<file path="src/design/wam_pkg.sv">
// Shared widths, types and defaults for the sliding-window mean/max/min block.
// No dependencies; imported by every module of the block.
`timescale 1ns / 1ps

package wam_pkg;

  // Ring depth default for the top level parameter
  localparam int WINDOW_MAX_DEFAULT = 256;

  localparam int AXES     = 3;
  localparam int SAMPLE_W = 16;
  localparam int LEN_W    = 9;
  localparam int ENTRY_W  = AXES * SAMPLE_W;
  // Window sum: up to 511 samples of 16 bits
  localparam int SUM_W    = SAMPLE_W + LEN_W;

  localparam logic [LEN_W-1:0] LEN_RESET = LEN_W'(16);

  typedef logic signed [SAMPLE_W-1:0] sample_t;
  typedef logic signed [SUM_W-1:0]    sum_t;
  typedef logic        [LEN_W-1:0]    len_t;

endpackage

</file>
<file path="src/design/wam_divider.sv">
// Shared restoring divider: signed window sum over unsigned length, one quotient
// bit per cycle, truncated toward zero. Depends on wam_pkg.
`timescale 1ns / 1ps

module wam_divider
  import wam_pkg::*;
(
  input  logic    clk,
  input  logic    rst,
  input  logic    start,
  input  sum_t    dividend,
  input  len_t    divisor,
  output logic    done,
  output sample_t quotient
);

  localparam int CW = $clog2(SUM_W + 1);

  logic             busy;
  logic [CW-1:0]    cnt;
  logic             neg;
  logic [SUM_W-1:0] quo;
  logic [LEN_W-1:0] rem;

  logic [SUM_W-1:0] mag;
  logic [LEN_W:0]   trial;
  logic             fits;
  logic [SUM_W-1:0] quo_signed;

  // magnitude of the dividend at start
  assign mag = dividend[SUM_W-1] ? SUM_W'(-dividend) : SUM_W'(dividend);

  // one restoring step
  assign trial = {rem, quo[SUM_W-1]};
  assign fits  = (trial >= {1'b0, divisor});

  // quotient sign restored; the mean always fits the sample width
  assign quo_signed = neg ? (~quo + 1'b1) : quo;
  assign quotient   = sample_t'(quo_signed[SAMPLE_W-1:0]);

  always_ff @(posedge clk) begin
    if (rst) begin
      busy <= 1'b0;
      done <= 1'b0;
      cnt  <= '0;
    end else begin
      done <= 1'b0;
      if (start) begin
        busy <= 1'b1;
        cnt  <= CW'(SUM_W);
        neg  <= dividend[SUM_W-1];
        quo  <= mag;
        rem  <= '0;
      end else if (busy) begin
        rem <= fits ? LEN_W'(trial - {1'b0, divisor}) : trial[LEN_W-1:0];
        quo <= {quo[SUM_W-2:0], fits};
        cnt <= cnt - 1'b1;
        if (cnt == CW'(1)) begin
          busy <= 1'b0;
          done <= 1'b1;
        end
      end
    end
  end

endmodule
</file>
<file path="config.mk">
export PLATFORM = sky130hd
export DESIGN_NAME = wam_divider
export DESIGN_NICKNAME = d
export VERILOG_FILES = /design/src/design/wam_pkg.sv /design/src/design/wam_divider.sv
export SDC_FILE = /design/constraint.sdc
export NUM_CORES = 1
export LEC_CHECK = 0
export BUFFER_PORTS_ARGS = -buffer_cell sky130_fd_sc_hd__buf_2
export CAP_MARGIN = 10
export CORE_ASPECT_RATIO = 1.75
export CORE_MARGIN = 2
export CORE_UTILIZATION = 42
export CTS_CLUSTER_SIZE = 14
export DETAILED_ROUTE_END_ITERATION = 6
export PLACE_DENSITY_LB_ADDON = 0.2
export REMOVE_ABC_BUFFERS = 1
export SLEW_MARGIN = 30
export SYNTH_ARGS = -nofsm -noshare
export SYNTH_HDL_FRONTEND = slang
export SYNTH_SLANG_ARGS = --single-unit
</file>
<file path="constraint.sdc">
create_clock -name clk -period 5.81 [get_ports clk]
set_clock_uncertainty 0.05 [all_clocks]
set_input_delay 0.581 -clock clk [delete_from_list [all_inputs] [get_ports clk]]
set_output_delay 0.581 -clock clk [all_outputs]
set_load 0.02 [all_outputs]
</file>
==> reports/results.md <==
* **global-route wire length before repair** 11.3 mm
* **area fraction of the dominant cell type after synthesis** 0.340
* **setup slack on the worst flop-to-flop path** 3140 ps
* **clock latency on the worst-skew pair** 290 ps
* **Worst-Margin Slew** 687 ps
* **Root Driver** sky130_fd_sc_hd__clkbuf_16
* **H-tree depth** 2
* **launch point of the worst path** quo[0]$_DFFE_PP_
* **Setup Fix Bufs, Post-CTS** 0
* **clock tree from TritonCTS** done
* **Static Leak** 1.43 nW
* **Core Rows** 41
* **worst supply voltage drop on vdd** 0.000192 V
* **post-detailed-placement half-perimeter wirelength** 5.12 mm
* **clock sink count** 42
* **worst setup path class** reg2out
* **commonest cells after routing, fill and taps aside** 53 x sky130_fd_sc_hd__buf_2, 43 x sky130_fd_sc_hd__nor2_1, 35 x sky130_fd_sc_hd__edfxtp_1
* **Cells after Synth** 332
* **max cap viols** 0
* **setup slack after layout** 3020 ps
* **Crit Path Max Fanout** 4
* **Hold Path Stages** 2
* **power per unit of standard cell area** 261 nW/um^2
* **filler instances** 709
* **post-synthesis to final-layout area growth** 15.0%
* **sequential share of power** 0.410
* **Die ar.** 8080 um^2
* **Horiz. Die Dim** 68.8 um
* **total clock buffers created by CTS** 5
* **Top FF cell, synth** sky130_fd_sc_hd__edfxtp_1
* **Startpoint Class** flop
* **Worst setup endpoint** quotient[13]
* **CTS hold repair buffers** 0
* **total net switching power** 0.000268 W
* **switching share of power** 0.289
* **mapped cell area** 3090 um^2
* **non-filler instance count after layout** 466
* **number of library cell types mapped by synthesis** 52
* **endpoint type of the worst setup path** output port
* **cell type with the largest total area after synthesis** sky130_fd_sc_hd__edfxtp_1
* **largest net degree at the start of global routing** 69
* **PostCTS Resize Cnt** 0
* **IO Port Bufs** 53
* **capture instance of the worst register-to-register path** rem[2]$_SDFFCE_PP0P_
* **share of cells above drive strength 1** 0.195
* **drt via density** 5.35
* **last weighted congestion value of the routability-driven placer** 0.727
* **wirelength, routed** 6.82 mm
* **antenna violations before repair** 0
* **share of total power in combinational logic** 0.246
* **post-synthesis sequential area ratio** 0.386
* **DR iter-0 viols** 47
* **FF-to-FF Start** quo[24]$_DFFE_PP_
* **core outline area** 7180 um^2
* **DRC violations left** 0
* **unrepaired setup endpoints after global routing** no
* **core occupancy in the finished layout** 0.494
* **total I/O pin count** 54
* **TritonRoute pass-1 iters** 4
* **number of endpoints with negative hold slack in the final report** 0
* **multi-input gate area in the final layout** 1730 um^2
* **all-layer global routing usage** 0.182
* **Register Area** 1190 um^2
* **Vert. Die Dim** 117 um
* **CP arrival** 2160 ps
* **run status** completed
* **Synth async-reset ratio** 0
* **maximum clock insertion buffer count** 2
* **Setup Viol. Count Final** 0
* **number of enable-type register cells in the synthesized netlist** 35
* **required time worst endpoint** 5180 ps
* **power after layout** 0.000925 W
* **final critical-path required period** 2790 ps
* **Clock power frac** 0.344
* **most frequent standard cell in the layout excluding fill and tap cells** sky130_fd_sc_hd__buf_2
* **Final ANT Viol Nets** 0
* **diodes inserted** 0
* **average wire per standard cell** 14.6 um
* **number of synthesized register bits** 42
* **Worst Hold Class** reg2reg
* **initial cell density of the core** 0.430
* **Post-Place Cells** 458
* **GR Overflow Total** 0
* **number of warnings reported in the yosys synthesis log** 0
* **Max-Slew Margin vs Limit** 0.538
* **cell types with the largest area share after synthesis** sky130_fd_sc_hd__edfxtp_1 34%, sky130_fd_sc_hd__xor2_1 7.1%, sky130_fd_sc_hd__xnor2_1 5.4%, sky130_fd_sc_hd__nor2_1 5.4%, sky130_fd_sc_hd__ha_1 5.3%
* **worst r2r path cells** 9
* **number of global-route vias before repair** 2,495
* **net total in the final layout** 430
* **cell-internal power** 0.000658 W
* **count of vias placed by the detailed router** 2,492
* **Setup WS pre-CTS** 2650 ps
* **share of the clock period used by the worst path after layout** 0.480
* **average instance area after synthesis** 9.30 um^2
* **highest achievable clock rate** 359 MHz
* **final count of pins violating max slew** 0
* **Final TNS setup** 0 ps
* **clock slew seen by the registers of the worst setup and hold paths** 60 ps
-- worst max-delay path, stage by stage, from the launching register on --
cell	delay, ps
sky130_fd_sc_hd__edfxtp_1	470
sky130_fd_sc_hd__nor3_1	410
sky130_fd_sc_hd__nand4_1	250
sky130_fd_sc_hd__o41ai_1	380
sky130_fd_sc_hd__xnor2_1	160
sky130_fd_sc_hd__buf_2	190
-- power groups by stage --
stage	Combinational, W	Clock, W	Sequential, W
finish	0.000228	0.000318	0.000379
global placement	0.000223	0	0.000385
global route	0.000254	0.000336	0.000382
detailed placement	0.000228	0	0.000386
CTS	0.000230	0.000328	0.000379
floorplan	0.000156	0	0.000380
-- registers in the layout (all words and copies together) (netlist names) --
register and count:
quo 25, busy 1, rem 9, neg 1
done 1, cnt 5
-- through the flow --
stage / hold slack [ps] / cell area (um^2)
2_1_floorplan: 418 / 2990
3_3_place_gp: 438 / 3380
3_5_place_dp: 460 / 3380
4_1_cts: 469 / 3540
5_1_grt: 495 / 3550
6_report: 458 / 3550
-- synth_stat cells, drive strengths merged (2+ instances only) --
library cell	instances
nor2b	4
o31ai	11
nand2	19
clkbuf	12
o21a	2
nor3	7
nor2	44
nand4	4
a21o	2
xor2	25
mux2i	8
or4	6
a21oi	31
or3	3
buf	3
nor4	4
ha	13
xnor2	19
nand3	9
a211oi	2
inv	19
dfxtp	7
edfxtp	35
o21ai	15
nand3b	4
o41ai	5
nand2b	4
-- area by class of cell --
type	count	area share
clock buffers	6	0.0363
repair buffers	55	0.0789
inverters	19	0.0201
clock inverters	2	0.0106
multi-input cells	256	0.488
flip-flops and latches	42	0.335
well taps	86	0.0303
-- cells by family after synthesis --
| group | Yosys count | synth area share |
|---|---|---|
| AND/OR/NAND/NOR | 114 | 0.188 |
| AO/OA/AOI/OAI | 76 | 0.161 |
| XOR/XNOR | 44 | 0.125 |
| flip-flops | 42 | 0.386 |
| buffers and inverters | 34 | 0.0551 |
| adder cells (fa/ha/maj) | 14 | 0.0592 |
| multiplexers | 8 | 0.0259 |
-- metal layers --
layer / part of all wire / wire length (um) / track usage / vias up
li1: - / - / - / 1287
met1: 0.41 / 2760 / 0.203 / 1156
met2: 0.54 / 3710 / 0.327 / 42
met3: 0.038 / 256 / 0.0393 / 7
met4: 0.014 / 93 / 0.0551 / 0
met5: 0 / 0 / 0 / -
-- worst min-delay path by stage --
stage,from,to,slack (ps)
floorplan,cnt[1]$_SDFFE_PP0P_,cnt[1]$_SDFFE_PP0P_,420
global placement,cnt[1]$_SDFFE_PP0P_,cnt[1]$_SDFFE_PP0P_,440
detailed placement,cnt[1]$_SDFFE_PP0P_,cnt[1]$_SDFFE_PP0P_,460
CTS,cnt[1]$_SDFFE_PP0P_,cnt[1]$_SDFFE_PP0P_,470
global route,cnt[1]$_SDFFE_PP0P_,cnt[1]$_SDFFE_PP0P_,500
finish,cnt[1]$_SDFFE_PP0P_,cnt[1]$_SDFFE_PP0P_,460
(Power assumes the default switching activity.)
